### src/design/mudc_pkg.sv
package mudc_pkg;

   localparam int COUNT_W   = 6;
   localparam int WINDOW_W  = 8;
   localparam int SEG_W     = 7;
   localparam int DIGIT_W   = 4;
   localparam int CSR_IDX_W = 1;

   // one bit wider than the count so the up-step carry is visible
   localparam logic [COUNT_W:0]   MODULUS     = 7'd60;
   localparam logic [COUNT_W-1:0] UP_CLEAR    = 6'd25;
   localparam logic [COUNT_W-1:0] DOWN_CLEAR  = 6'd50;

   localparam logic [WINDOW_W-1:0] UP_WINDOW_RESET   = 8'd20;
   localparam logic [WINDOW_W-1:0] DOWN_WINDOW_RESET = 8'd50;

   localparam logic [CSR_IDX_W-1:0] REG_UP_WINDOW   = 1'b0;
   localparam logic [CSR_IDX_W-1:0] REG_DOWN_WINDOW = 1'b1;

   typedef struct packed {
      logic [COUNT_W-1:0] count_value;
      logic [SEG_W-1:0]   segments;
      logic               high_digit_selected;
      logic               led_on;
   } rsp_type;

   // tens digit of a 6-bit value, by compare against the multiples of ten
   function automatic logic [DIGIT_W-1:0] tens_of(input logic [COUNT_W-1:0] v);
      logic [DIGIT_W-1:0] t;
      t = '0;
      for (int k = 1; k <= 6; k++) begin
         if (v >= COUNT_W'(k * 10)) t = DIGIT_W'(k);
      end
      return t;
   endfunction

   function automatic logic [SEG_W-1:0] seg_pattern(input logic [DIGIT_W-1:0] d);
      logic [SEG_W-1:0] s;
      case (d)
         4'd0:    s = 7'h3F;
         4'd1:    s = 7'h06;
         4'd2:    s = 7'h5B;
         4'd3:    s = 7'h4F;
         4'd4:    s = 7'h66;
         4'd5:    s = 7'h6D;
         4'd6:    s = 7'h7D;
         4'd7:    s = 7'h07;
         4'd8:    s = 7'h7F;
         default: s = 7'h6F;  // nine, and anything above clamps to it
      endcase
      return s;
   endfunction

endpackage

### src/design/mod60_up_down_display_counter.sv
// Modulo-60 up/down counter with a multiplexed two-digit seven-segment output
// and a wrap LED. Each req beat is one tick carrying the direction switch; each
// tick yields exactly one rsp beat with the count before the update, the
// segment pattern of the units or tens digit (alternating, units first), the
// digit select and the LED level after the tick. One tick is taken every cycle
// while req_stall is low: the tick logic sits between the state registers and
// a result register, and a one-entry skid register behind it lets req keep
// flowing for one beat while rsp is stalled; req_stall comes from a register.
// Results enter the result register, or the skid while rsp stalls. Window
// length writes on csr take effect next window; csr_ready is always high.
module mod60_up_down_display_counter (
   input  logic                              clock,
   input  logic                              reset,
   input  logic                              req_valid,
   output logic                              req_stall,
   input  logic                              req_count_up,
   output logic                              rsp_valid,
   input  logic                              rsp_stall,
   output logic [mudc_pkg::COUNT_W-1:0]      rsp_count_value,
   output logic [mudc_pkg::SEG_W-1:0]        rsp_segments,
   output logic                              rsp_high_digit_selected,
   output logic                              rsp_led_on,
   input  logic                              csr_valid,
   output logic                              csr_ready,
   input  logic [mudc_pkg::CSR_IDX_W-1:0]    csr_index,
   input  logic [mudc_pkg::WINDOW_W-1:0]     csr_wdata
);
   import mudc_pkg::*;

   logic [WINDOW_W-1:0] up_win_ff,   up_win_in;
   logic [WINDOW_W-1:0] down_win_ff, down_win_in;
   logic [COUNT_W-1:0]  count_ff,    count_in;
   logic [WINDOW_W-1:0] tick_ff,     tick_in;
   logic [WINDOW_W-1:0] win_len_ff,  win_len_in;
   logic                show_hi_ff,  show_hi_in;
   logic                led_ff,      led_in;
   logic                rsp_valid_ff, rsp_valid_in;
   logic                skid_valid_ff, skid_valid_in;
   rsp_type             rsp_ff, rsp_in;
   rsp_type             skid_ff, skid_in;

   logic                accept;
   logic                out_take;
   logic [WINDOW_W-1:0] win_eff;
   logic [WINDOW_W-1:0] tick_next;
   logic                win_end;
   logic [COUNT_W:0]    count_inc;
   logic [COUNT_W-1:0]  count_dec;
   logic [SEG_W-1:0]    seg;
   rsp_type             result;

   assign csr_ready = 1'b1;
   assign req_stall = skid_valid_ff;
   assign accept    = req_valid && !skid_valid_ff;
   assign out_take  = rsp_valid_ff && !rsp_stall;

   mudc_seg_decode u_seg (
      .count      (count_ff),
      .high_digit (show_hi_ff),
      .segments   (seg)
   );

   always_comb begin
      up_win_in   = up_win_ff;
      down_win_in = down_win_ff;
      if (csr_valid && csr_ready) begin
         unique case (csr_index)
            REG_UP_WINDOW:   up_win_in   = csr_wdata;
            REG_DOWN_WINDOW: down_win_in = csr_wdata;
            default:         ;
         endcase
      end
   end

   always_comb begin
      count_in   = count_ff;
      tick_in    = tick_ff;
      win_len_in = win_len_ff;
      show_hi_in = show_hi_ff;
      led_in     = led_ff;

      // first tick of a window latches its length
      win_eff   = (tick_ff == '0) ? (req_count_up ? up_win_ff : down_win_ff) : win_len_ff;
      tick_next = tick_ff + 1'b1;
      // a zero length behaves as one; an 8-bit rollover also ends the window
      win_end   = (tick_next >= win_eff) || (tick_next == '0);
      count_inc = {1'b0, count_ff} + 1'b1;
      count_dec = (count_ff == '0) ? COUNT_W'(MODULUS - 1'b1) : count_ff - 1'b1;

      if (accept) begin
         win_len_in = win_eff;
         show_hi_in = !show_hi_ff;
         tick_in    = win_end ? '0 : tick_next;
         if (win_end) begin
            if (req_count_up) begin
               if (count_inc == {1'b0, UP_CLEAR}) led_in = 1'b0;
               if (count_inc >= MODULUS) begin
                  count_in = '0;
                  led_in   = 1'b1;
               end else begin
                  count_in = count_inc[COUNT_W-1:0];
               end
            end else begin
               if (count_ff == '0) led_in = 1'b1;
               if (count_dec == DOWN_CLEAR) led_in = 1'b0;
               count_in = count_dec;
            end
         end
      end

      result.count_value         = count_ff;
      result.segments            = seg;
      result.high_digit_selected = show_hi_ff;
      result.led_on              = led_in;
   end

   // output register with a one-beat skid behind it
   always_comb begin
      rsp_in        = rsp_ff;
      skid_in       = skid_ff;
      rsp_valid_in  = rsp_valid_ff;
      skid_valid_in = skid_valid_ff;
      if (skid_valid_ff) begin
         if (out_take) begin
            rsp_in        = skid_ff;
            skid_valid_in = 1'b0;
         end
      end else if (accept) begin
         if (!rsp_valid_ff || out_take) begin
            rsp_in       = result;
            rsp_valid_in = 1'b1;
         end else begin
            skid_in       = result;
            skid_valid_in = 1'b1;
         end
      end else if (out_take) begin
         rsp_valid_in = 1'b0;
      end
   end

   always_ff @(posedge clock) begin
      if (reset) begin
         up_win_ff     <= UP_WINDOW_RESET;
         down_win_ff   <= DOWN_WINDOW_RESET;
         count_ff      <= '0;
         tick_ff       <= '0;
         win_len_ff    <= '0;
         show_hi_ff    <= 1'b0;
         led_ff        <= 1'b0;
         rsp_valid_ff  <= 1'b0;
         skid_valid_ff <= 1'b0;
      end else begin
         up_win_ff     <= up_win_in;
         down_win_ff   <= down_win_in;
         count_ff      <= count_in;
         tick_ff       <= tick_in;
         win_len_ff    <= win_len_in;
         show_hi_ff    <= show_hi_in;
         led_ff        <= led_in;
         rsp_valid_ff  <= rsp_valid_in;
         skid_valid_ff <= skid_valid_in;
      end
   end

   always_ff @(posedge clock) begin
      rsp_ff  <= rsp_in;
      skid_ff <= skid_in;
   end

   assign rsp_valid               = rsp_valid_ff;
   assign rsp_count_value         = rsp_ff.count_value;
   assign rsp_segments            = rsp_ff.segments;
   assign rsp_high_digit_selected = rsp_ff.high_digit_selected;
   assign rsp_led_on              = rsp_ff.led_on;

`ifndef SYNTH
   a_count_range: assert property (@(posedge clock) disable iff (reset)
      {1'b0, count_ff} < MODULUS)
      else $error("count out of range");

   a_skid_behind_out: assert property (@(posedge clock) disable iff (reset)
      skid_valid_ff |-> rsp_valid_ff)
      else $error("skid holds a beat while output register is empty");

   a_tick_holds: assert property (@(posedge clock) disable iff (reset)
      !accept |=> $stable(tick_ff) && $stable(count_ff))
      else $error("tick state moved without an accepted beat");

   a_digit_toggles: assert property (@(posedge clock) disable iff (reset)
      accept |=> show_hi_ff != $past(show_hi_ff))
      else $error("digit select did not alternate");
`endif

endmodule

### src/design/mudc_seg_decode.sv
module mudc_seg_decode (
   input  logic [mudc_pkg::COUNT_W-1:0] count,
   input  logic                         high_digit,
   output logic [mudc_pkg::SEG_W-1:0]   segments
);
   import mudc_pkg::*;

   logic [DIGIT_W-1:0] tens;
   logic [COUNT_W-1:0] units_full;
   logic [DIGIT_W-1:0] digit;

   always_comb begin
      tens       = tens_of(count);
      units_full = count - COUNT_W'(tens) * COUNT_W'(10);
      digit      = high_digit ? tens : units_full[DIGIT_W-1:0];
      segments   = seg_pattern(digit);
   end

endmodule
### config.mk
export PLATFORM = sky130hd
export DESIGN_NAME = mod60_up_down_display_counter
export DESIGN_NICKNAME = d
export VERILOG_FILES = /design/src/design/mudc_pkg.sv /design/src/design/mod60_up_down_display_counter.sv /design/src/design/mudc_seg_decode.sv
export SDC_FILE = /design/constraint.sdc
export NUM_CORES = 1
export LEC_CHECK = 0
export BUFFER_PORTS_ARGS = -buffer_cell sky130_fd_sc_hd__buf_2
export CELL_PAD_IN_SITES_DETAIL_PLACEMENT = 0
export CELL_PAD_IN_SITES_GLOBAL_PLACEMENT = 2
export CORE_ASPECT_RATIO = 2
export CORE_MARGIN = 5
export CORE_UTILIZATION = 41
export CTS_CLUSTER_DIAMETER = 50
export CTS_CLUSTER_SIZE = 12
export DETAILED_ROUTE_END_ITERATION = 10
export PLACE_DENSITY_LB_ADDON = 0.1
export SETUP_SLACK_MARGIN = 0.3
export SLEW_MARGIN = 20
export SYNTH_ARGS = -nofsm -noshare
export SYNTH_HDL_FRONTEND = slang
export SYNTH_HIERARCHICAL = 1
export SYNTH_SLANG_ARGS = --single-unit
### constraint.sdc
create_clock -name clock -period 4.9 [get_ports clock]
set_input_delay 0.98 -clock clock [delete_from_list [all_inputs] [get_ports clock]]
set_output_delay 0.98 -clock clock [all_outputs]
set_load 0.02 [all_outputs]
Word level (Yosys, flattened, before mapping) --
Memories as Yosys holds them, arrays and structs flattened. Cells that the tools add are included.
Storage, ports and cells: register bits after elaboration 72, bits in latches 0, bits in writable memories 0, memory bits (read-only) 112, bits of input ports 15, output and inout bits 18, memories 1
Cells by class: $add $sub $neg 4, $mul 1, divide/modulo/power cells 0, magnitude comparators 8, eq/ne operators 4, shift operators 0, multiplexer cells 31, bitwise gates (word level) 3, reduce and logical (&&, ||, !) cells 20
Memories:
- (no name shown) | words 16, width 7, read ports 1, clocked after Yosys merged registers in 0, write ports 0, RTL line mudc_pkg.sv:39 | case (d)
Operators with widths (number):
- 15-bit 2-to-1 mux | 4
- 8-bit 2-to-1 mux | 3
- 6-bit >= comparator, second input constant | 3
- 6-bit 2-to-1 mux | 3
- 8-bit logical NOT | 2
- 1-bit 2-to-1 mux | 15
- 6-bit by 5-bit >= comparator with 1-bit output, second input constant | 2
- 3-bit 2-to-1 mux | 3
- 3-bit AND reduction | 3
- 8-bit by 1-bit adder with 8-bit output, second input constant | 1
- 8-bit >= comparator | 1
- 6-bit by 1-bit adder with 7-bit output, second input constant | 1
- 7-bit by 5-bit == test with 1-bit output, second input constant | 1
- 7-bit by 6-bit >= comparator with 1-bit output, second input constant | 1
- 6-bit == test, second input constant | 1
- 6-bit by 4-bit >= comparator with 1-bit output, second input constant | 1
- 6-bit logical NOT | 1
- 2-bit AND reduction | 3
- 2-bit nonzero test | 3
- 6-bit by 1-bit subtractor with 6-bit output, second input constant | 1
- 1-bit logical NOT | 4
- 2-bit 2-to-1 mux | 2
- 4-bit 2-to-1 mux | 1
- 2-bit by 1-bit inequality test with 1-bit output, second input constant | 2
- 5 further kinds | 9

Depth between registers and ports, before layout --
An unclocked memory read counts as a cell.
depth in word-level cells 14, depth in mapped cells 14, mapped depth without buffers 13

Hierarchy --
The synthesis kept the hierarchy.
By module, submodules not included:
- mod60_up_down_display_counter | times used 1, cells each 409, area each 3813.7 um2, seq. area each 1741.7 um2
- mudc_seg_decode | times used 1, cells each 63, area each 462.9 um2, seq. area each 0.0 um2

Worst setup path before layout --
OpenSTA, ideal clock, no wires.
path type input to register, start point in req_count_up, end point reg skid_ff[0] in the netlist's numbering, data pin, library setup time 0.272 ns, arrival time 3.192 ns, setup slack 1.436 ns, stages 10, buffers on the path 1, cell sequence buf_1 -> mux2_2 -> mux2i_1 -> ha_1 -> a21o_1 -> a211oi_1 -> o21ai_0 -> and2_1 -> o21ai_1 -> o21ai_0
On the way: cells in the longest elaborated chain, start to end 6, elaborated cells on any way between the ends 7
Ends and longest elaborated chain:
- start: declaration | RTL line mod60_up_down_display_counter.sv:16 | input logic req_count_up,
- 8-bit 2-to-1 mux (2 in a row) | RTL line mod60_up_down_display_counter.sv:83 | win_eff = (tick_ff == '0) ? (req_count_up ? up_win_ff : down_win_ff) : win_len_ff;
- 8-bit >= comparator | RTL line mod60_up_down_display_counter.sv:86 | win_end = (tick_next >= win_eff) || (tick_next == '0);
- 1-bit logical OR | RTL line mod60_up_down_display_counter.sv:86
- 1-bit 2-to-1 mux * | RTL line mod60_up_down_display_counter.sv:94 | if (win_end) begin
- 1-bit 2-to-1 mux * | RTL line mod60_up_down_display_counter.sv:90 | if (accept) begin
- named net led_in | RTL line mod60_up_down_display_counter.sv:36 | logic led_ff, led_in;
- end signal: assignment | RTL line mod60_up_down_display_counter.sv:167 | skid_ff <= skid_in;
- end: declaration | RTL line mod60_up_down_display_counter.sv:40 | rsp_type skid_ff, skid_in;
The timed path passes the listed nets; every way through them passes the cells marked *. A chain may end at the register's enable or synchronous reset.

Worst setup path in the final report --
start point reg tick_ff[0], end point reg skid_ff[0] in the netlist's numbering, data pin
On the way: cells in the longest elaborated chain, start to end 6, elaborated cells on any way between the ends 8
Ends and longest elaborated chain:
- start: declaration | RTL line mod60_up_down_display_counter.sv:33 | logic [WINDOW_W-1:0] tick_ff, tick_in;
- start signal: assignment | RTL line mod60_up_down_display_counter.sv:156 | tick_ff <= tick_in;
- branches (longest 3 deep; another with 8-bit by 1-bit adder with 8-bit output)
- 1-bit logical OR * | RTL line mod60_up_down_display_counter.sv:86
- 1-bit 2-to-1 mux * | RTL line mod60_up_down_display_counter.sv:94
- 1-bit 2-to-1 mux * | RTL line mod60_up_down_display_counter.sv:90
- named net led_in | RTL line mod60_up_down_display_counter.sv:36
Mark *: on every way through the listed nets, which the timed path passes.

==> impl_metrics.toml <==
[worst_setup_path]
r2r_start = "tick_ff[0]$_SDFFE_PP0P_"
crit_path_max_incr_delay_ns = 0.49
cp.arrival_ns = 3.60
rr_worst_depth = 12
cp.required_ns = 4.96
cp-end-kind = "flop"
critPathMaxFanout = 9
rr_endpoint = "skid_ff[0]$_DFFE_PP_"
crit_path_start_kind = "flop"
worstPathCellList = "inv_1 -> ha_1 -> nor4b_1 -> nand2_1 -> mux2i_1 -> ha_1 -> a21o_1 -> a211oi_1 -> o21ai_0 -> and2_1 -> o21ai_1 -> o21ai_0"
r2r_slack_ns = 1.37
crit_slowest_cell = "dfxtp_1"
worstSetupPathType = "flop to flop"

[yosys]
syn-num-nets = 508
async_reset_ff_share_pct = 0
synth_compound_gate_area_share_pct = 16.9
synthMuxAreaShare_pct = 6.79
synth_edf_count = 30
synth_xor_area_share_pct = 2.43
yosys_register_bits = 72
yosys_warnings = 6
synth_top_family_by_area = "simple AND/OR/NAND/NOR gates"
synth_top_cell_area_share_pct = 21.1
synth_area_um2 = 4280
yosysUniqueCellTypes = 65
yosysTopAreaCell = "edfxtp_1"
netlist_instances = 472
syn_area_per_cell_um2 = 9.06
synthFlopType = "dfxtp_1"
synthAdderAreaFrac_pct = 6.32
post_synth_and_or_nand_nor_area_fraction_pct = 21.3
yosysSeqAreaShare_pct = 40.7
synth_area_leaders = "edfxtp_1, dfxtp_1, nand2_1"

[clock_network]
cts_setup_buffers = 0
numCtsBuffers = 9
clk_pin_slew_worst_paths_ns = 0.06
hold_buffers = 0
cts_resized = 0
clock_latency_ns = 0.33
clock-sinks = 72
cts.path.max_buffers = 2
cts_tree = "done"
h-tree-depth = 3
ctsRootBufferMaster = "clkbuf_16"

[detailed_routing]
drt_iter0_drc = 199
vias_per_cell = 5.49
first_pass_iters = 4
wl_per_cell_um = 17.1
routed.top_layer = "met4"
vias = 3423
drc_errors = 0
finalWirelength_um = 10700
postRouteAntennaNets = 0
wl_met3_um = 241
wl_met1_um = 3840
wl_met2_um = 6200

[run_status]
status = "finished, final reports clean"

[power]
p_per_area_nw_per_um2 = 372
power_leakage_nw = 1.83
peakVddDrop_mv = 0.175

[global_route]
grt_max_degree = 30
grt_pass1_wl_um = 17100
gr-total-overflow = 0
grt_pass1_vias = 3411
track_usage_pct = 17.9
antenna_found_initial = 0

[sta]
max_freq_mhz = 283
worstMarginPinSlew_ns = 0.962
maxSlewHeadroom_pct = 35.8
fin_skew_ns = 0.00525
fin_crit_ns = 3.53
fin_crit_sh_pct = 72.1
finalSetupViolCount = 0
fin_ws_ns = 1.37
hold_violations = 0
fin_setup_tns_ns = 0
rsz0062_at_grt = "false"
drv_slew = 0

[final_layout]
fillCellCount = 1041
fin_nets = 519
area_delta_synth_final_pct = 11.7
postLayoutCoreUtil_pct = 47.1
register_area_um2 = 1740
layout-drive-gt1-share_pct = 16.2
finish.instance_area_um2 = 4780
num_antenna_cells = 0
multiInputGateArea_um2 = 2310

[die]
die_h_um = 154
core_um2 = 10100
die_w_um = 82.2
die-area_um2 = 12700
ios = 33
start_util_pct = 42.1
core.rowCount = 52

[place]
io_buffers = 31
place_congestion = 0.834
dp_hpwl_um = 7820
dpl_cell_area_um2 = 4460
place_ws_ns = 1.10

[hold_path]
hold_path.startpoint = "down_win_ff[6]$_SDFFE_PP0P_"
worst_hold_path.num_cells = 2
min_to = "down_win_ff[6]$_SDFFE_PP0P_"
hp-class = "flop to flop"

[flow_run]
drv_cap = 0
[power breakdown]
part	switching [W]	internal [W]	leakage [nW]	total [W]
logic	0.000211	0.000140	1.06	0.000351
clock network	0.000255	0.000446	0.154	0.000701
registers	0.0000416	0.000684	0.617	0.000725
[metrics by stage]
step / hold WS [ns] / instances / power [W]
after floorplan: 0.424 / 472 / 0.000999
after global placement: 0.440 / 607 / 0.00109
after detailed placement: 0.448 / 607 / 0.00109
after CTS: 0.456 / 623 / 0.00180
after global routing: 0.468 / 623 / 0.00187
final: 0.451 / 623 / 0.00178
[layer usage]
metal,GRT usage [%],up-vias
met5,0,-
met4,8.64,0
met3,3.38,23
met2,34.3,53
met1,17.1,1636
li1,-,1711
[layout by cell type, fill, tap and decap left out, types with 3 or more instances in the layout]
master	instances
clkbuf_16	9
nor4b_1	3
mux2_2	16
nand2b_1	8
and3_1	3
a211oi_1	3
xor2_1	4
nor3_1	6
inv_1	17
nand4_1	6
xnor2_1	6
edfxtp_1	30
o21a_1	4
nand3_1	15
a21oi_1	40
nor3b_1	4
a31oi_1	7
buf_2	31
nor2b_1	8
and2_1	4
nand2_1	67
nor2_1	27
a21boi_0	3
o211ai_1	5
o21ai_0	18
a32oi_1	3
mux2i_1	11
nor4_1	3
nand3b_1	7
buf_4	3
dfxtp_1	42
ha_1	20
a21o_1	6
[registers in the layout (all words and copies together), names as in the netlist, 6 cells and up]
| name | cells |
|---|---|
| win_len_ff | 8 |
| tick_ff | 8 |
| rsp_count_value | 6 |
| up_win_ff | 8 |
| skid_ff | 15 |
| count_ff | 6 |
| down_win_ff | 8 |
| rsp_segments | 7 |
[worst max-delay path, delay by kind of cell, from the launching register on]
kind	cells	cell delay (ns)
AND/OR/NAND/NOR	3	0.75
adder cells (fa/ha/maj)	2	0.49
multiplexers	1	0.31
AO/OA/AOI/OAI	5	1.10
flip-flops	1	0.49
buffers and inverters	1	0.11
[layout make-up]
cell class              count  area share, %
flip-flops and latches     72           36.5
repair buffers             34           3.72
clock buffers               9           4.71
inverters                  17           1.34
well taps                 135           3.54
multi-input cells         349           48.3
clock inverters             7           1.96
[cells by family after synthesis]
logic type      after synthesis
xor+xnor                     11
other cells                   1
compound gates              112
buf+inv                      51
simple gates                177
flops                        72
mux                          27
fa+ha+maj                    21
[worst max path at each step]
stage	depth (start not counted)	to	startpoint
3_3_place_gp	10	skid_ff[0]$_DFFE_PP_	req_count_up
3_5_place_dp	10	skid_ff[0]$_DFFE_PP_	req_count_up
2_1_floorplan	10	skid_ff[0]$_DFFE_PP_	req_count_up
6_report	12	skid_ff[0]$_DFFE_PP_	tick_ff[0]$_SDFFE_PP0P_
5_1_grt	12	skid_ff[0]$_DFFE_PP_	tick_ff[0]$_SDFFE_PP0P_
4_1_cts	12	skid_ff[0]$_DFFE_PP_	tick_ff[0]$_SDFFE_PP0P_
[cell usage after synthesis, drive strengths merged, types with 10 or more instances]
cell and instances:
mux2i 11, mux2 16, nand2 67, o21ai 20, ha 20, nand3 16
clkbuf 24, nor2 27, edfxtp 30, buf 10, dfxtp 42, inv 17
a21oi 41
Power figures use the tool's default switching activity.
